**src/hw/rtl/wfs_pkg.sv**
```systemverilog
`timescale 1ns / 1ps

package wfs_pkg;

    localparam int LED_COUNT = 32;
    localparam int LED_AW    = (LED_COUNT > 1) ? $clog2(LED_COUNT) : 1;
    localparam int COLOR_W   = 24;
    localparam int CODE_W    = 16;
    localparam int SLOT_W    = 8;
    localparam int BIT_PTR_W = 5;
    localparam logic [BIT_PTR_W-1:0] BIT_LAST = BIT_PTR_W'(COLOR_W - 1);

    localparam logic [1:0] OP_WRITE = 2'd0;
    localparam logic [1:0] OP_START = 2'd1;
    localparam logic [1:0] OP_TICK  = 2'd2;

    localparam int PADDR_W = 4;
    localparam logic [1:0] REG_ONE_CODE   = 2'd0;
    localparam logic [1:0] REG_ZERO_CODE  = 2'd1;
    localparam logic [1:0] REG_TAIL_SLOTS = 2'd2;

    localparam logic [CODE_W-1:0] ONE_CODE_RST   = 16'd60;
    localparam logic [CODE_W-1:0] ZERO_CODE_RST  = 16'd30;
    localparam logic [SLOT_W-1:0] TAIL_SLOTS_RST = 8'd50;

    typedef enum logic [1:0] {
        ST_IDLE,
        ST_DATA,
        ST_TAIL
    } t_state;

    typedef struct packed {
        logic [CODE_W-1:0] one_code;
        logic [CODE_W-1:0] zero_code;
        logic [SLOT_W-1:0] tail_slots;
    } t_cfg;

    typedef struct packed {
        logic wr_en;
        logic clr;
        logic adv_bit;
        logic adv_tail;
        logic emit;
        logic last;
        logic sel_zero;
    } t_cmd;

    typedef struct packed {
        logic led_last;
        logic bit_last;
        logic slots_zero;
        logic tail_done;
    } t_status;

endpackage

```
**src/hw/rtl/wfs_if.sv**
```systemverilog
`timescale 1ns / 1ps

interface wfs_in_if;
    logic       valid;
    logic       ready;
    logic [1:0] op;
    logic [7:0] led_addr;
    logic [7:0] red;
    logic [7:0] green;
    logic [7:0] blue;

    modport source (output valid, op, led_addr, red, green, blue, input ready);
    modport sink (input valid, op, led_addr, red, green, blue, output ready);
endinterface

interface wfs_out_if;
    logic        valid;
    logic        ready;
    logic [15:0] pwm_code;
    logic        frame_end;

    modport source (output valid, pwm_code, frame_end, input ready);
    modport sink (input valid, pwm_code, frame_end, output ready);
endinterface

```
**src/hw/rtl/ws2812_frame_serializer_top.sv**
```systemverilog
`timescale 1ns / 1ps

// Channel   Direction  Handshake     Word
// i_in      in         valid/ready   op, led_addr, red, green, blue
// o_out     out        valid/ready   pwm_code, frame_end
// apb       in         psel/penable  one_code, zero_code, tail_slots
//
// A tick's code is registered and appears at the output in the cycle after the tick is accepted.
// The single output register sets the rate: a new word is taken whenever it is empty
// or being drained in the same cycle.
// Reset is synchronous and active low; it clears the color store and the pointers.
// A stalled output holds its word and blocks further input words.

module ws2812_frame_serializer_top
    import wfs_pkg::*;
(
    input  logic               i_clk,
    input  logic               i_rst_n,
    wfs_in_if.sink             i_in,
    wfs_out_if.source          o_out,
    input  logic               psel,
    input  logic               penable,
    input  logic               pwrite,
    input  logic [PADDR_W-1:0] paddr,
    input  logic [31:0]        pwdata,
    output logic [31:0]        prdata,
    output logic               pready
);

    t_cfg    w_cfg;
    t_cmd    w_cmd;
    t_status w_status;
    logic    w_in_ready;
    logic    w_fire;

    assign i_in.ready = w_in_ready;
    assign w_fire     = i_in.valid && w_in_ready;

    wfs_regs u_regs (
        .i_clk   (i_clk),
        .i_rst_n (i_rst_n),
        .psel    (psel),
        .penable (penable),
        .pwrite  (pwrite),
        .paddr   (paddr),
        .pwdata  (pwdata),
        .prdata  (prdata),
        .pready  (pready),
        .o_cfg   (w_cfg)
    );

    wfs_ctrl u_ctrl (
        .i_clk    (i_clk),
        .i_rst_n  (i_rst_n),
        .i_fire   (w_fire),
        .i_op     (i_in.op),
        .i_status (w_status),
        .o_cmd    (w_cmd)
    );

    wfs_dp u_dp (
        .i_clk       (i_clk),
        .i_rst_n     (i_rst_n),
        .i_cmd       (w_cmd),
        .i_cfg       (w_cfg),
        .i_led_addr  (i_in.led_addr),
        .i_red       (i_in.red),
        .i_green     (i_in.green),
        .i_blue      (i_in.blue),
        .i_out_ready (o_out.ready),
        .o_in_ready  (w_in_ready),
        .o_out_valid (o_out.valid),
        .o_pwm_code  (o_out.pwm_code),
        .o_frame_end (o_out.frame_end),
        .o_status    (w_status)
    );

endmodule

```
**src/hw/rtl/wfs_regs.sv**
```systemverilog
`timescale 1ns / 1ps

module wfs_regs
    import wfs_pkg::*;
(
    input  logic               i_clk,
    input  logic               i_rst_n,
    input  logic               psel,
    input  logic               penable,
    input  logic               pwrite,
    input  logic [PADDR_W-1:0] paddr,
    input  logic [31:0]        pwdata,
    output logic [31:0]        prdata,
    output logic               pready,
    output t_cfg               o_cfg
);

    t_cfg r_cfg;
    logic w_wr;

    assign pready = 1'b1;
    assign w_wr   = psel && penable && pwrite;
    assign o_cfg  = r_cfg;

    always_ff @(posedge i_clk) begin
        if (!i_rst_n) begin
            r_cfg.one_code   <= ONE_CODE_RST;
            r_cfg.zero_code  <= ZERO_CODE_RST;
            r_cfg.tail_slots <= TAIL_SLOTS_RST;
        end else if (w_wr) begin
            case (paddr[3:2])
                REG_ONE_CODE:   r_cfg.one_code   <= pwdata[CODE_W-1:0];
                REG_ZERO_CODE:  r_cfg.zero_code  <= pwdata[CODE_W-1:0];
                REG_TAIL_SLOTS: r_cfg.tail_slots <= pwdata[SLOT_W-1:0];
                default: begin
                end
            endcase
        end
    end

    always_comb begin
        case (paddr[3:2])
            REG_ONE_CODE:   prdata = 32'(r_cfg.one_code);
            REG_ZERO_CODE:  prdata = 32'(r_cfg.zero_code);
            REG_TAIL_SLOTS: prdata = 32'(r_cfg.tail_slots);
            default:        prdata = 32'd0;
        endcase
    end

endmodule

```
**src/hw/rtl/wfs_ctrl.sv**
```systemverilog
`timescale 1ns / 1ps

module wfs_ctrl
    import wfs_pkg::*;
(
    input  logic       i_clk,
    input  logic       i_rst_n,
    input  logic       i_fire,
    input  logic [1:0] i_op,
    input  t_status    i_status,
    output t_cmd       o_cmd
);

    t_state r_state;
    t_state n_state;

    always_ff @(posedge i_clk) begin
        if (!i_rst_n) begin
            r_state <= ST_IDLE;
        end else begin
            r_state <= n_state;
        end
    end

    always_comb begin
        n_state = r_state;
        o_cmd   = '0;
        case (r_state)
            ST_IDLE: begin
                if (i_fire && i_op == OP_WRITE) begin
                    o_cmd.wr_en = 1'b1;
                end else if (i_fire && i_op == OP_START) begin
                    o_cmd.clr = 1'b1;
                    n_state   = ST_DATA;
                end
            end
            ST_DATA: begin
                if (i_fire && i_op == OP_TICK) begin
                    o_cmd.emit    = 1'b1;
                    o_cmd.adv_bit = 1'b1;
                    if (i_status.led_last && i_status.bit_last) begin
                        if (i_status.slots_zero) begin
                            o_cmd.last = 1'b1;
                            o_cmd.clr  = 1'b1;
                            n_state    = ST_IDLE;
                        end else begin
                            n_state = ST_TAIL;
                        end
                    end
                end
            end
            ST_TAIL: begin
                if (i_fire && i_op == OP_TICK) begin
                    o_cmd.emit     = 1'b1;
                    o_cmd.sel_zero = 1'b1;
                    o_cmd.adv_tail = 1'b1;
                    if (i_status.tail_done) begin
                        o_cmd.last = 1'b1;
                        o_cmd.clr  = 1'b1;
                        n_state    = ST_IDLE;
                    end
                end
            end
            default: begin
                n_state = ST_IDLE;
            end
        endcase
    end

endmodule

```
**src/hw/rtl/wfs_dp.sv**
```systemverilog
`timescale 1ns / 1ps

module wfs_dp
    import wfs_pkg::*;
(
    input  logic              i_clk,
    input  logic              i_rst_n,
    input  t_cmd              i_cmd,
    input  t_cfg              i_cfg,
    input  logic [7:0]        i_led_addr,
    input  logic [7:0]        i_red,
    input  logic [7:0]        i_green,
    input  logic [7:0]        i_blue,
    input  logic              i_out_ready,
    output logic              o_in_ready,
    output logic              o_out_valid,
    output logic [CODE_W-1:0] o_pwm_code,
    output logic              o_frame_end,
    output t_status           o_status
);

    logic [COLOR_W-1:0]   r_colors [LED_COUNT];
    logic [LED_AW-1:0]    r_led_ptr;
    logic [BIT_PTR_W-1:0] r_bit_ptr;
    logic [SLOT_W-1:0]    r_tail_cnt;
    logic                 r_out_valid;
    logic [CODE_W-1:0]    r_pwm_code;
    logic                 r_frame_end;
    logic                 w_in_range;
    logic [COLOR_W-1:0]   w_color;
    logic [BIT_PTR_W-1:0] w_bit_sel;
    logic [CODE_W-1:0]    w_code;

    assign w_in_range = 32'(i_led_addr) < 32'(LED_COUNT);
    assign w_color    = r_colors[r_led_ptr];
    assign w_bit_sel  = BIT_LAST - r_bit_ptr;

    always_comb begin
        if (i_cmd.sel_zero) begin
            w_code = '0;
        end else if (w_color[w_bit_sel]) begin
            w_code = i_cfg.one_code;
        end else begin
            w_code = i_cfg.zero_code;
        end
    end

    assign o_status.led_last   = r_led_ptr == LED_AW'(LED_COUNT - 1);
    assign o_status.bit_last   = r_bit_ptr == BIT_LAST;
    assign o_status.slots_zero = i_cfg.tail_slots == '0;
    assign o_status.tail_done  = ({1'b0, r_tail_cnt} + 9'd1) >= {1'b0, i_cfg.tail_slots};

    assign o_in_ready  = !r_out_valid || i_out_ready;
    assign o_out_valid = r_out_valid;
    assign o_pwm_code  = r_pwm_code;
    assign o_frame_end = r_frame_end;

    always_ff @(posedge i_clk) begin
        if (!i_rst_n) begin
            for (int i = 0; i < LED_COUNT; i++) begin
                r_colors[i] <= '0;
            end
        end else if (i_cmd.wr_en && w_in_range) begin
            r_colors[LED_AW'(i_led_addr)] <= {i_green, i_red, i_blue};
        end
    end

    always_ff @(posedge i_clk) begin
        if (!i_rst_n) begin
            r_led_ptr  <= '0;
            r_bit_ptr  <= '0;
            r_tail_cnt <= '0;
        end else if (i_cmd.clr) begin
            r_led_ptr  <= '0;
            r_bit_ptr  <= '0;
            r_tail_cnt <= '0;
        end else if (i_cmd.adv_bit) begin
            if (r_bit_ptr == BIT_LAST) begin
                r_bit_ptr <= '0;
                r_led_ptr <= r_led_ptr + 1'b1;
            end else begin
                r_bit_ptr <= r_bit_ptr + 1'b1;
            end
        end else if (i_cmd.adv_tail) begin
            r_tail_cnt <= r_tail_cnt + 1'b1;
        end
    end

    always_ff @(posedge i_clk) begin
        if (!i_rst_n) begin
            r_out_valid <= 1'b0;
        end else if (i_cmd.emit) begin
            r_out_valid <= 1'b1;
        end else if (i_out_ready) begin
            r_out_valid <= 1'b0;
        end
    end

    always_ff @(posedge i_clk) begin
        if (i_cmd.emit) begin
            r_pwm_code  <= w_code;
            r_frame_end <= i_cmd.last;
        end
    end

endmodule
```
**src/flat_wrapper.sv**
```systemverilog
// flat-port wrapper written by rule: the top's interface ports become plain ports
module ws2812_frame_serializer_top_flat import wfs_pkg::*;
  (i_clk, i_rst_n, psel, penable, pwrite, paddr, pwdata, prdata, pready, i_in_valid, i_in_op, i_in_led_addr, i_in_red, i_in_green, i_in_blue, i_in_ready, o_out_valid, o_out_pwm_code, o_out_frame_end, o_out_ready);
  wfs_in_if i_in_i ();
  wfs_out_if o_out_i ();
  input  logic i_clk;
  input  logic i_rst_n;
  input  logic psel;
  input  logic penable;
  input  logic pwrite;
  input  logic [PADDR_W-1:0] paddr;
  input  logic [31:0] pwdata;
  output logic [31:0] prdata;
  output logic pready;
  input wire logic [$bits(i_in_i.valid)-1:0] i_in_valid;
  input wire logic [$bits(i_in_i.op)-1:0] i_in_op;
  input wire logic [$bits(i_in_i.led_addr)-1:0] i_in_led_addr;
  input wire logic [$bits(i_in_i.red)-1:0] i_in_red;
  input wire logic [$bits(i_in_i.green)-1:0] i_in_green;
  input wire logic [$bits(i_in_i.blue)-1:0] i_in_blue;
  output wire logic [$bits(i_in_i.ready)-1:0] i_in_ready;
  output wire logic [$bits(o_out_i.valid)-1:0] o_out_valid;
  output wire logic [$bits(o_out_i.pwm_code)-1:0] o_out_pwm_code;
  output wire logic [$bits(o_out_i.frame_end)-1:0] o_out_frame_end;
  input wire logic [$bits(o_out_i.ready)-1:0] o_out_ready;
  assign i_in_i.valid = i_in_valid;
  assign i_in_i.op = i_in_op;
  assign i_in_i.led_addr = i_in_led_addr;
  assign i_in_i.red = i_in_red;
  assign i_in_i.green = i_in_green;
  assign i_in_i.blue = i_in_blue;
  assign i_in_ready = i_in_i.ready;
  assign o_out_valid = o_out_i.valid;
  assign o_out_pwm_code = o_out_i.pwm_code;
  assign o_out_frame_end = o_out_i.frame_end;
  assign o_out_i.ready = o_out_ready;
  ws2812_frame_serializer_top u_core (.i_clk(i_clk), .i_rst_n(i_rst_n), .i_in(i_in_i), .o_out(o_out_i), .psel(psel), .penable(penable), .pwrite(pwrite), .paddr(paddr), .pwdata(pwdata), .prdata(prdata), .pready(pready));
endmodule
```
**config.mk**
```make
export PLATFORM = sky130hd
export DESIGN_NAME = ws2812_frame_serializer_top_flat
export DESIGN_NICKNAME = d
export VERILOG_FILES = /design/src/hw/rtl/wfs_pkg.sv /design/src/hw/rtl/wfs_if.sv /design/src/hw/rtl/ws2812_frame_serializer_top.sv /design/src/hw/rtl/wfs_regs.sv /design/src/hw/rtl/wfs_ctrl.sv /design/src/hw/rtl/wfs_dp.sv /design/src/flat_wrapper.sv
export SDC_FILE = /design/constraint.sdc
export NUM_CORES = 1
export LEC_CHECK = 0
export ABC_AREA = 1
export BUFFER_PORTS_ARGS = -buffer_cell sky130_fd_sc_hd__buf_4
export CELL_PAD_IN_SITES_DETAIL_PLACEMENT = 1
export CELL_PAD_IN_SITES_GLOBAL_PLACEMENT = 1
export CORE_MARGIN = 3
export CORE_UTILIZATION = 34
export DETAILED_ROUTE_END_ITERATION = 7
export GPL_TIMING_DRIVEN = 1
export PLACE_DENSITY_LB_ADDON = 0.1
export SLEW_MARGIN = 30
export SYNTH_ARGS = -nofsm -noshare
export SYNTH_HDL_FRONTEND = slang
export SYNTH_SLANG_ARGS = --single-unit
```
**constraint.sdc**
```tcl
create_clock -name i_clk -period 5.6 [get_ports i_clk]
set_clock_uncertainty 0.2 [all_clocks]
set_input_delay 0.28 -clock i_clk [delete_from_list [all_inputs] [get_ports i_clk]]
set_output_delay 0.28 -clock i_clk [all_outputs]
set_load 0.1 [all_outputs]
```
==> run summary, run 1 <==
### Status
- **status** finished, final reports clean

### CTS
- **clock edge transition at the registers on the reported setup and hold paths** 0.06 ns
- **CTS Buffer Depth** 3
- **clk sink count** 851
- **number of levels the H-tree was split into** 3
- **CTS buffer count** 99
- **Root Buffer Master** sky130_fd_sc_hd__clkbuf_16
- **insertion delay to the later sink of the worst-skew pair** 0.69 ns
- **clock tree from TritonCTS** built

### Route
- **met2 wire length** 63.8 mm
- **antenna viol nets, final** 0
- **met3 routed WL** 5.51 mm
- **final routed wirelength across all metal layers** 134 mm
- **vias per cell** 5.16
- **router iterations before antenna repair** 5
- **via count** 29354
- **Remaining DRCs** 0
- **routed wirelength normalized by instance count** 23.5 µm
- **Top Metal Used** met4
- **First DRT Iteration DRCs** 2153
- **WL met1** 61.1 mm

### Placement
- **placer's final routability congestion estimate** 0.820
- **placed wire-length estimate after detailed placement** 78.6 mm
- **Setup WS pre-CTS** 1.18 ns
- **number of I/O port buffers** 93

### Setup path
- **Critical Path AT** 4.56 ns
- **crit path max fanout** 68
- **R2R depth** 15
- **CP Capture Type** flip-flop
- **Worst Setup Start Kind** flip-flop
- **WS Path Type** reg2reg
- **Worst EP required** 5.82 ns

### Floorplanning
- **Total Die Area** 120000 µm²
- **die width** 346 µm
- **standard cell core area** 115000 µm²
- **num rows** 124
- **chip height** 346 µm
- **effective utilization at floorplan** 0.343
- **IO Pins** 129

### Finish
- **NumNets Final** 4181
- **leading cell type in the layout, fill and taps excluded** sky130_fd_sc_hd__nand2_1
- **filler instances** 12952
- **Area Growth Syn to Fin** 13.0%
- **fraction of layout cells with a size suffix above 1** 0.0989
- **highest-count cells in the layout ignoring fill and taps** 1011 x sky130_fd_sc_hd__nand2_1, 843 x sky130_fd_sc_hd__nor2_1, 785 x sky130_fd_sc_hd__edfxtp_1

### Synth
- **gate count of the mapped netlist** 4073
- **average footprint of a synthesized cell** 9.65 µm²
- **sequential-to-total area share from yosys stat** 0.634
- **number of different library cells in the post-synthesis netlist** 37
- **Post-Synthesis Cell Area** 39300 µm²
- **count of warnings emitted by yosys** 0
- **number of storage elements in the synthesis netlist** 851

### Timing
- **worst setup slack after layout** 1.26 ns
- **final clock period utilization by the worst path** 0.774
- **Total Neg Setup Slack** 0 ns
- **Final setup violation count** 0
- **minimum hold slack** 0.0358 ns
- **count of pins over their slew limit** 0
- **worst slew margin relative to its limit** 0.335
- **peak clock frequency supported by timing** 231 MHz
- **minimum clock period** 4.34 ns
- **setup repair after global routing missed its margin** no
- **pin slew with the least headroom to its limit** 0.997 ns
- **final number of hold-violating endpoints** 0

### Power
- **overall power** 14300 µW
- **fraction of power consumed by combinational cells** 0.057
- **Sw Share** 0.236
- **Internal Power** 10900 µW
- **cell area power density** 322 nW/µm²
- **VDD IR-drop max** 0.222 mV
- **sequential share of power** 0.503
- **reported net switching power** 3370 µW
- **Leak Pwr** 0.0175 µW
- **portion of total power attributed to the clock network** 0.439

### Worst hold path
- **type of the tightest min-delay check** in2reg
- **hold depth** 4

### Global routing
- **wire length of the first global-routing pass** 198 mm
- **antenna violations before repair** 1
- **remaining global-route overflow** 0
- **pin count of the biggest net entering global routing** 115
- **via count of the first global-routing pass** 29658
- **GRT Total Usage** 0.221

### Job
- **Maximum Capacitance Violations** 0

==> synth_stat cells (all sizes together) <==
library cell	number	share of area
edfxtp	785	0.60
nor2	854	0.083
inv	95	0.0091
ha	17	0.0054
nand2	1044	0.10
o221ai	8	0.0018
conb	2	0.00019
dfxtp	66	0.034
nand3b	1	0.00019
xnor2	1	0.00022
clkinv	4	0.00038
nor3b	3	0.00057
nand3	700	0.089
o211ai	12	0.0023
a21boi	1	0.00019
nor4b	1	0.00038
a211oi	2	0.00038
clkbuf	110	0.011
or4	1	0.00019
a31o	1	0.00022
nand4	4	0.00064
nor3	3	0.00051
o21ai	53	0.0068
buf	231	0.042
xor2	11	0.0025
o22ai	3	0.00048
a21oi	60	0.0076
==> critical path: stages, from the launching register on <==
cell and delay (ns):
sky130_fd_sc_hd__dfxtp_4 0.53, sky130_fd_sc_hd__inv_8 0.49, sky130_fd_sc_hd__buf_12 0.31, sky130_fd_sc_hd__nand2_1 0.09, sky130_fd_sc_hd__nand3_1 0.08, sky130_fd_sc_hd__nand3_1 0.16, sky130_fd_sc_hd__nand3_1 0.28, sky130_fd_sc_hd__nand3_1 0.19
sky130_fd_sc_hd__o21ai_1 0.13, sky130_fd_sc_hd__nand2_1 0.07, sky130_fd_sc_hd__nand3_1 0.10, sky130_fd_sc_hd__nand3_1 0.12, sky130_fd_sc_hd__nand2_1 0.11, sky130_fd_sc_hd__nand3_2 0.62, sky130_fd_sc_hd__a21oi_1 0.42, sky130_fd_sc_hd__nor2_1 0.07
==> final timing paths <==
| kind | startpoint | endpoint | slack, ns |
|---|---|---|---|
| min reg2reg | u_core.u_regs.o_cfg[20] | u_core.u_regs.o_cfg[20] | 0.27 |
| max | flip-flop | u_core.u_dp.o_pwm_code[11] | 1.26 |
| min | i_in_green[4] | u_core.u_dp.r_colors[21][20] | 0.04 |
| max reg2reg | flip-flop | u_core.u_dp.o_pwm_code[11] | 1.26 |
==> registers in the layout, summed over array words and instances (netlist names), named ones only <==
register,cells
u_core.u_dp.o_out_valid,1
u_core.u_dp.r_bit_ptr,5
u_core.u_regs.o_cfg,40
u_core.u_dp.r_led_ptr,5
u_core.u_dp.o_frame_end,1
u_core.u_dp.r_tail_cnt,8
u_core.u_dp.o_pwm_code,16
u_core.u_ctrl.r_state,2
u_core.u_dp.r_colors,768
==> per-stage QoR <==
stage / instance area [µm²] / instances / utilization
after detailed placement: 41100 / 5476 / 0.359
after CTS: 44400 / 5686 / 0.388
final: 44400 / 5687 / 0.388
after global placement: 41100 / 5476 / 0.359
after floorplan: 39300 / 4088 / -
after global routing: 44400 / 5686 / 0.388
==> power groups by stage <==
| stage | Sequential, µW | Combinational (µW) | Clock (µW) |
|---|---|---|---|
| 3_5_place_dp | 7320 | 823 | 0 |
| 3_3_place_gp | 7310 | 811 | 0 |
| 4_1_cts | 7190 | 837 | 6420 |
| 5_1_grt | 7210 | 896 | 6660 |
| 6_report | 7190 | 819 | 6270 |
| 2_1_floorplan | 7340 | 464 | 0 |
==> repair_timing <==
item	CTS	global route
hold buffers	22	0
gates resized for setup	0	0
endpoints found under the hold margin	46	0
buffers inserted	0	0
==> area by class of cell <==
cell class	instances	area, µm²	share of cell area
flip-flops and latches	851	24900	0.561
multi-input cells	2797	12000	0.271
clock buffers	136	2740	0.0617
repair buffers	239	2050	0.0462
well taps	1512	1890	0.0426
inverters	99	389	0.00876
clock inverters	52	374	0.00843
diodes	1	2.50	0.0000564
==> layer usage <==
| metal | global-route usage | up-vias |
|---|---|---|
| met5 | 0 | - |
| met4 | 0.0558 | 0 |
| met3 | 0.0267 | 173 |
| met2 | 0.364 | 591 |
| met1 | 0.309 | 14956 |
| li1 | - | 13634 |
==> cell families after synthesis <==
| logic type | after synthesis | share of synthesized area |
|---|---|---|
| flip-flops | 851 | 0.634 |
| AND/OR/NAND/NOR | 2611 | 0.277 |
| XOR/XNOR | 12 | 0.00268 |
| other | 2 | 0.000191 |
| buffers and inverters | 440 | 0.0616 |
| adder cells (fa/ha/maj) | 17 | 0.00541 |
| AO/OA/AOI/OAI | 140 | 0.0197 |
(Power assumes the default switching activity.)
==> run 2, diff against run 1 <==
==> constraint.sdc (replaced) <==
create_clock -name i_clk -period 4.5 [get_ports i_clk]
set_clock_uncertainty 0.2 [all_clocks]
set_input_delay 0.225 -clock i_clk [delete_from_list [all_inputs] [get_ports i_clk]]
set_output_delay 0.225 -clock i_clk [all_outputs]
set_load 0.1 [all_outputs]
==> run summary, run 2 (synthesized netlist as in run 1, its figures left out) <==
### Placement
- **number of placed instances with taps included** 5485
- **Placed Area** 41200 µm²
- **placer's final routability congestion estimate** 0.860
- **placed wire-length estimate after detailed placement** 79.2 mm
- **number of I/O port buffers** 93

### Route
- **antenna viol nets, final** 0
- **vias per cell** 5.13
- **via count** 29310
- **routed wirelength normalized by instance count** 23.6 µm
- **router iterations before antenna repair** 6
- **Remaining DRCs** 0
- **final routed wirelength across all metal layers** 135 mm
- **First DRT Iteration DRCs** 2107

### Global routing
- **via count of the first global-routing pass** 29879
- **antenna violations before repair** 2
- **remaining global-route overflow** 0
- **pin count of the biggest net entering global routing** 81
- **GRT Total Usage** 0.224
- **wire length of the first global-routing pass** 200 mm

### Power
- **VDD IR-drop max** 0.250 mV
- **cell area power density** 400 nW/µm²
- **Leak Pwr** 0.0176 µW
- **portion of total power attributed to the clock network** 0.442
- **overall power** 17900 µW
- **sequential share of power** 0.499
- **Internal Power** 13700 µW
- **reported net switching power** 4180 µW
- **Sw Share** 0.233
- **fraction of power consumed by combinational cells** 0.059

### CTS
- **number of levels the H-tree was split into** 3
- **post-CTS resize count** 0
- **clock tree from TritonCTS** built
- **CTS buffer count** 98
- **CTS Buffer Depth** 3
- **Root Buffer Master** sky130_fd_sc_hd__clkbuf_16
- **buffer count from post-CTS setup fixing** 0
- **clk sink count** 851
- **insertion delay to the later sink of the worst-skew pair** 0.68 ns
- **CTS hold repair buffers** 47
- **clock edge transition at the registers on the reported setup and hold paths** 0.06 ns

### Setup path
- **termination of the worst setup path** u_core.u_dp.o_pwm_code[3]
- **WS Path Type** reg2reg
- **R2R depth** 17
- **crit path max fanout** 63
- **Critical Path AT** 4.12 ns
- **Worst Setup Start Kind** flip-flop
- **capture point of the worst reg-to-reg path** u_core.u_dp.o_pwm_code[3]
- **setup slack of the worst register-to-register path** 0.61 ns
- **Worst EP required** 4.73 ns
- **CP Capture Type** flip-flop

### Timing
- **pin slew with the least headroom to its limit** 0.955 ns
- **final number of hold-violating endpoints** 0
- **peak clock frequency supported by timing** 257 MHz
- **minimum clock period** 3.89 ns
- **final clock period utilization by the worst path** 0.865
- **worst slew margin relative to its limit** 0.362
- **Total Neg Setup Slack** 0 ns
- **setup repair after global routing missed its margin** no
- **Final setup violation count** 0
- **count of pins over their slew limit** 0

### Floorplanning
- **Total Die Area** 120000 µm²
- **die width** 346 µm
- **standard cell core area** 115000 µm²
- **num rows** 124
- **IO Pins** 129
- **chip height** 346 µm
- **effective utilization at floorplan** 0.343

### Finish
- **register with the highest flop count** u_core.u_dp.r_colors
- **Area Growth Syn to Fin** 13.9%
- **post-route standard cell area excluding fillers** 44800 µm²
- **count of inserted antenna diode cells** 0
- **flip-flop count of the largest register after layout** 768
- **NumNets Final** 4214
- **filler instances** 12930
- **leading cell type in the layout, fill and taps excluded** sky130_fd_sc_hd__nand2_1
- **fraction of layout cells with a size suffix above 1** 0.100
- **highest-count cells in the layout ignoring fill and taps** 1011 x sky130_fd_sc_hd__nand2_1, 843 x sky130_fd_sc_hd__nor2_1, 785 x sky130_fd_sc_hd__edfxtp_1
- **number of standard cells in the final layout excluding fillers** 5710

### Job
- **Maximum Capacitance Violations** 0

### Status
- **status** finished, final reports clean

### Worst hold path
- **type of the tightest min-delay check** in2reg

run 2: cell count changes in the layout (fill, tap and decap cells not counted), sizes merged:
cell         before  now
dlygate4sd3      22   47
clkbuf          136  123
buf             217  226
bufinv            4    8
clkinvlp          2    5
clkinv           51   49
inv              94   92
diode             1    0
run 2: cell type report:
type	count	area [µm²]	share of cell area
Clock inverter	55	468	0.0105
Timing Repair Buffer	273	2400	0.0537
Inverter	99	389	0.00869
Clock buffer	123	2660	0.0595
Sequential cell	851	24900	0.556
Multi-Input combinational cell	2797	12000	0.269
Tap cell	1512	1890	0.0423
run 2: how the worst min path moves through the flow:
stage               cells after the start                     from  slack [ns]                           to
floorplan                               2                pwdata[2]        0.15      u_core.u_regs.o_cfg[26]
global placement                        2  u_core.u_regs.o_cfg[34]        0.26      u_core.u_regs.o_cfg[34]
detailed placement                      2  u_core.u_regs.o_cfg[34]        0.27      u_core.u_regs.o_cfg[34]
CTS                                     4             i_in_blue[2]    0.000003  u_core.u_dp.r_colors[16][2]
global route                            4             i_in_blue[7]        0.04  u_core.u_dp.r_colors[16][7]
finish                                  4             i_in_blue[2]        0.03  u_core.u_dp.r_colors[18][2]
run 2: power by group through the flow:
stage	Clock (µW)	Sequential [µW]	Combinational, µW
after floorplan	0	9130	578
after global placement	0	9100	1010
after detailed placement	0	9110	1020
after CTS	8110	8940	1070
after global routing	8400	8970	1150
final	7920	8940	1050
run 2: critical path: stages (launching register included):
cell	delay, ns
sky130_fd_sc_hd__dfxtp_4	0.48
sky130_fd_sc_hd__inv_8	0.46
sky130_fd_sc_hd__buf_4	0.31
sky130_fd_sc_hd__nand2_1	0.07
sky130_fd_sc_hd__nand3_1	0.07
sky130_fd_sc_hd__nand3_1	0.12
sky130_fd_sc_hd__nand2_1	0.11
sky130_fd_sc_hd__nand2_1	0.18
sky130_fd_sc_hd__nand3_1	0.26
sky130_fd_sc_hd__o211ai_1	0.13
sky130_fd_sc_hd__nand2_1	0.12
sky130_fd_sc_hd__nand2_1	0.06
sky130_fd_sc_hd__nand2_1	0.06
sky130_fd_sc_hd__inv_1	0.04
sky130_fd_sc_hd__nand2_1	0.10
sky130_fd_sc_hd__nand2_2	0.41
sky130_fd_sc_hd__a21oi_1	0.33
sky130_fd_sc_hd__nor2_1	0.07
run 2: layer usage:
metal  vias to the layer above  part of all wire  global-route usage
li1                      13683                 -                   -
met1                     14924              0.46               0.309
met2                       544              0.48               0.372
met3                       159             0.041              0.0272
met4                         0             0.026              0.0611
met5                         -                 0                   0
run 2: per-stage QoR:
step	worst slack (ns)	util	hold WS, ns
global placement	0.680	0.360	0.262
CTS	0.638	0.391	0.00000328
global route	0.304	0.391	0.0356
floorplan	0.492	-	0.151
detailed placement	0.651	0.360	0.268
finish	0.606	0.391	0.0339
==> run 3, diff against run 2 <==
--- a/config.mk
+++ b/config.mk
@@ -6,7 +6,7 @@
 export NUM_CORES = 1
 export LEC_CHECK = 0
 export ABC_AREA = 1
-export BUFFER_PORTS_ARGS = -buffer_cell sky130_fd_sc_hd__buf_4
+export BUFFER_PORTS_ARGS = -buffer_cell sky130_fd_sc_hd__buf_2
 export CELL_PAD_IN_SITES_DETAIL_PLACEMENT = 1
 export CELL_PAD_IN_SITES_GLOBAL_PLACEMENT = 1
 export CORE_MARGIN = 3
==> run summary, run 3 (synthesized netlist as in run 1, its figures left out) <==
### Placement
- **number of I/O port buffers** 93
- **placer's final routability congestion estimate** 0.839
- **placed wire-length estimate after detailed placement** 80.6 mm
- **Placed Area** 41000 µm²

### Finish
- **Area Growth Syn to Fin** 13.0%
- **fraction of layout cells with a size suffix above 1** 0.101
- **NumNets Final** 4214
- **sequential cell area** 24900 µm²
- **area used by multi-input combinational logic** 12100 µm²
- **leading cell type in the layout, fill and taps excluded** sky130_fd_sc_hd__nand2_1
- **count of inserted antenna diode cells** 0
- **register with the highest flop count** u_core.u_dp.r_colors
- **Final Core Density** 0.388
- **post-route standard cell area excluding fillers** 44400 µm²
- **highest-count cells in the layout ignoring fill and taps** 1011 x sky130_fd_sc_hd__nand2_1, 843 x sky130_fd_sc_hd__nor2_1, 785 x sky130_fd_sc_hd__edfxtp_1
- **flip-flop count of the largest register after layout** 768
- **filler instances** 12934

### Power
- **fraction of power consumed by combinational cells** 0.059
- **VDD IR-drop max** 0.291 mV
- **cell area power density** 396 nW/µm²
- **Internal Power** 13400 µW
- **portion of total power attributed to the clock network** 0.433
- **Sw Share** 0.239
- **reported net switching power** 4210 µW
- **Leak Pwr** 0.0175 µW
- **sequential share of power** 0.509

### Floorplanning
- **die width** 346 µm
- **IO Pins** 129
- **chip height** 346 µm
- **num rows** 124
- **effective utilization at floorplan** 0.343
- **standard cell core area** 115000 µm²
- **Total Die Area** 120000 µm²

### Timing
- **peak clock frequency supported by timing** 259 MHz
- **setup repair after global routing missed its margin** no
- **minimum clock period** 3.86 ns
- **count of pins over their slew limit** 0
- **worst slew margin relative to its limit** 0.329
- **pin slew with the least headroom to its limit** 1.01 ns
- **final clock period utilization by the worst path** 0.859
- **Final setup violation count** 0
- **Total Neg Setup Slack** 0 ns
- **final number of hold-violating endpoints** 0

### Route
- **First DRT Iteration DRCs** 2141
- **antenna viol nets, final** 0
- **final routed wirelength across all metal layers** 135 mm
- **Remaining DRCs** 0
- **router iterations before antenna repair** 5
- **routed wirelength normalized by instance count** 23.6 µm
- **via count** 29477
- **vias per cell** 5.16

### Setup path
- **Critical Path AT** 4.03 ns
- **Worst Setup Start Kind** flip-flop
- **CP Capture Type** flip-flop
- **cell with the largest stage delay on the worst path** sky130_fd_sc_hd__nor4b_2
- **highest cell delay on the worst timing path** 0.57 ns
- **Worst EP required** 4.66 ns
- **Critical Path Most Common Cell** sky130_fd_sc_hd__nand2_1
- **WS Path Type** reg2reg
- **crit path max fanout** 25
- **list of cells traversed by the critical path** nand2_1, nand2_1, inv_1, nand2_1, nor4b_2, nand2_1, nor2_4, nand2_2, nand2_1, buf_4

### CTS
- **clk sink count** 851
- **CTS Buffer Depth** 3
- **buffer count from post-CTS setup fixing** 0
- **Root Buffer Master** sky130_fd_sc_hd__clkbuf_16
- **CTS buffer count** 99
- **clock edge transition at the registers on the reported setup and hold paths** 0.06 ns
- **insertion delay to the later sink of the worst-skew pair** 0.68 ns
- **number of levels the H-tree was split into** 3
- **clock tree from TritonCTS** built

### Global routing
- **wire length of the first global-routing pass** 198 mm
- **remaining global-route overflow** 0
- **via count of the first global-routing pass** 29696
- **GRT Total Usage** 0.223
- **pin count of the biggest net entering global routing** 97
- **antenna violations before repair** 0

### Job
- **Maximum Capacitance Violations** 0

### Status
- **status** finished, final reports clean

### Worst hold path
- **type of the tightest min-delay check** in2reg

-- run 3: cell type report --
cell class / count / area share
clock buffers: 131 / 0.0604
clock inverters: 54 / 0.00724
inverters: 99 / 0.00877
multi-input cells: 2797 / 0.271
flip-flops and latches: 851 / 0.561
repair buffers: 272 / 0.0484
well taps: 1512 / 0.0426
-- run 3: per-stage QoR --
step / hold slack [ns] / total power, µW / worst slack, ns / std cells
floorplan: 0.151 / 9710 / 0.492 / 4088
global placement: 0.266 / 10100 / 0.436 / 5495
detailed placement: 0.267 / 10100 / 0.394 / 5495
CTS: 0.000875 / 17800 / 0.594 / 5716
global route: 0.0185 / 18200 / 0.382 / 5716
finish: 0.00393 / 17600 / 0.636 / 5716
-- run 3: worst max-delay path: cells and delay by family (launching register included) --
family,cells,cell delay [ns]
buf+inv,2,0.43
flops,1,0.32
simple gates,8,2.59
-- run 3: power groups by stage --
stage | combinational (µW) | clock (µW) | sequential (µW)
floorplan | 578 | 0 | 9130
global placement | 996 | 0 | 9100
detailed placement | 1010 | 0 | 9110
CTS | 1040 | 7800 | 8950
global route | 1120 | 8120 | 8970
finish | 1030 | 7620 | 8950
-- run 3: final timing paths --
check	startpoint	end	slack, ns	cells after the start
max reg2reg	u_core.u_dp.o_out_valid	u_core.u_dp.r_colors[19][17]	0.64	10
min	i_in_green[4]	u_core.u_dp.r_colors[18][20]	0.004	4
min reg2reg	u_core.u_regs.o_cfg[16]	u_core.u_regs.o_cfg[16]	0.27	2
max	u_core.u_dp.o_out_valid	u_core.u_dp.r_colors[19][17]	0.64	10
-- run 3: layer usage --
| metal | vias to the layer above | GRT usage | part of all wire |
|---|---|---|---|
| li1 | 13688 | - | - |
| met2 | 560 | 0.368 | 0.47 |
| met3 | 179 | 0.0259 | 0.040 |
| met1 | 15050 | 0.311 | 0.46 |
| met5 | - | 0 | 0 |
| met4 | 0 | 0.0630 | 0.028 |
-- run 3: repair_timing --
action	in CTS	in global routing
hold buffers	36	0
resized for setup	0	0
hold endpoints to repair	188	0
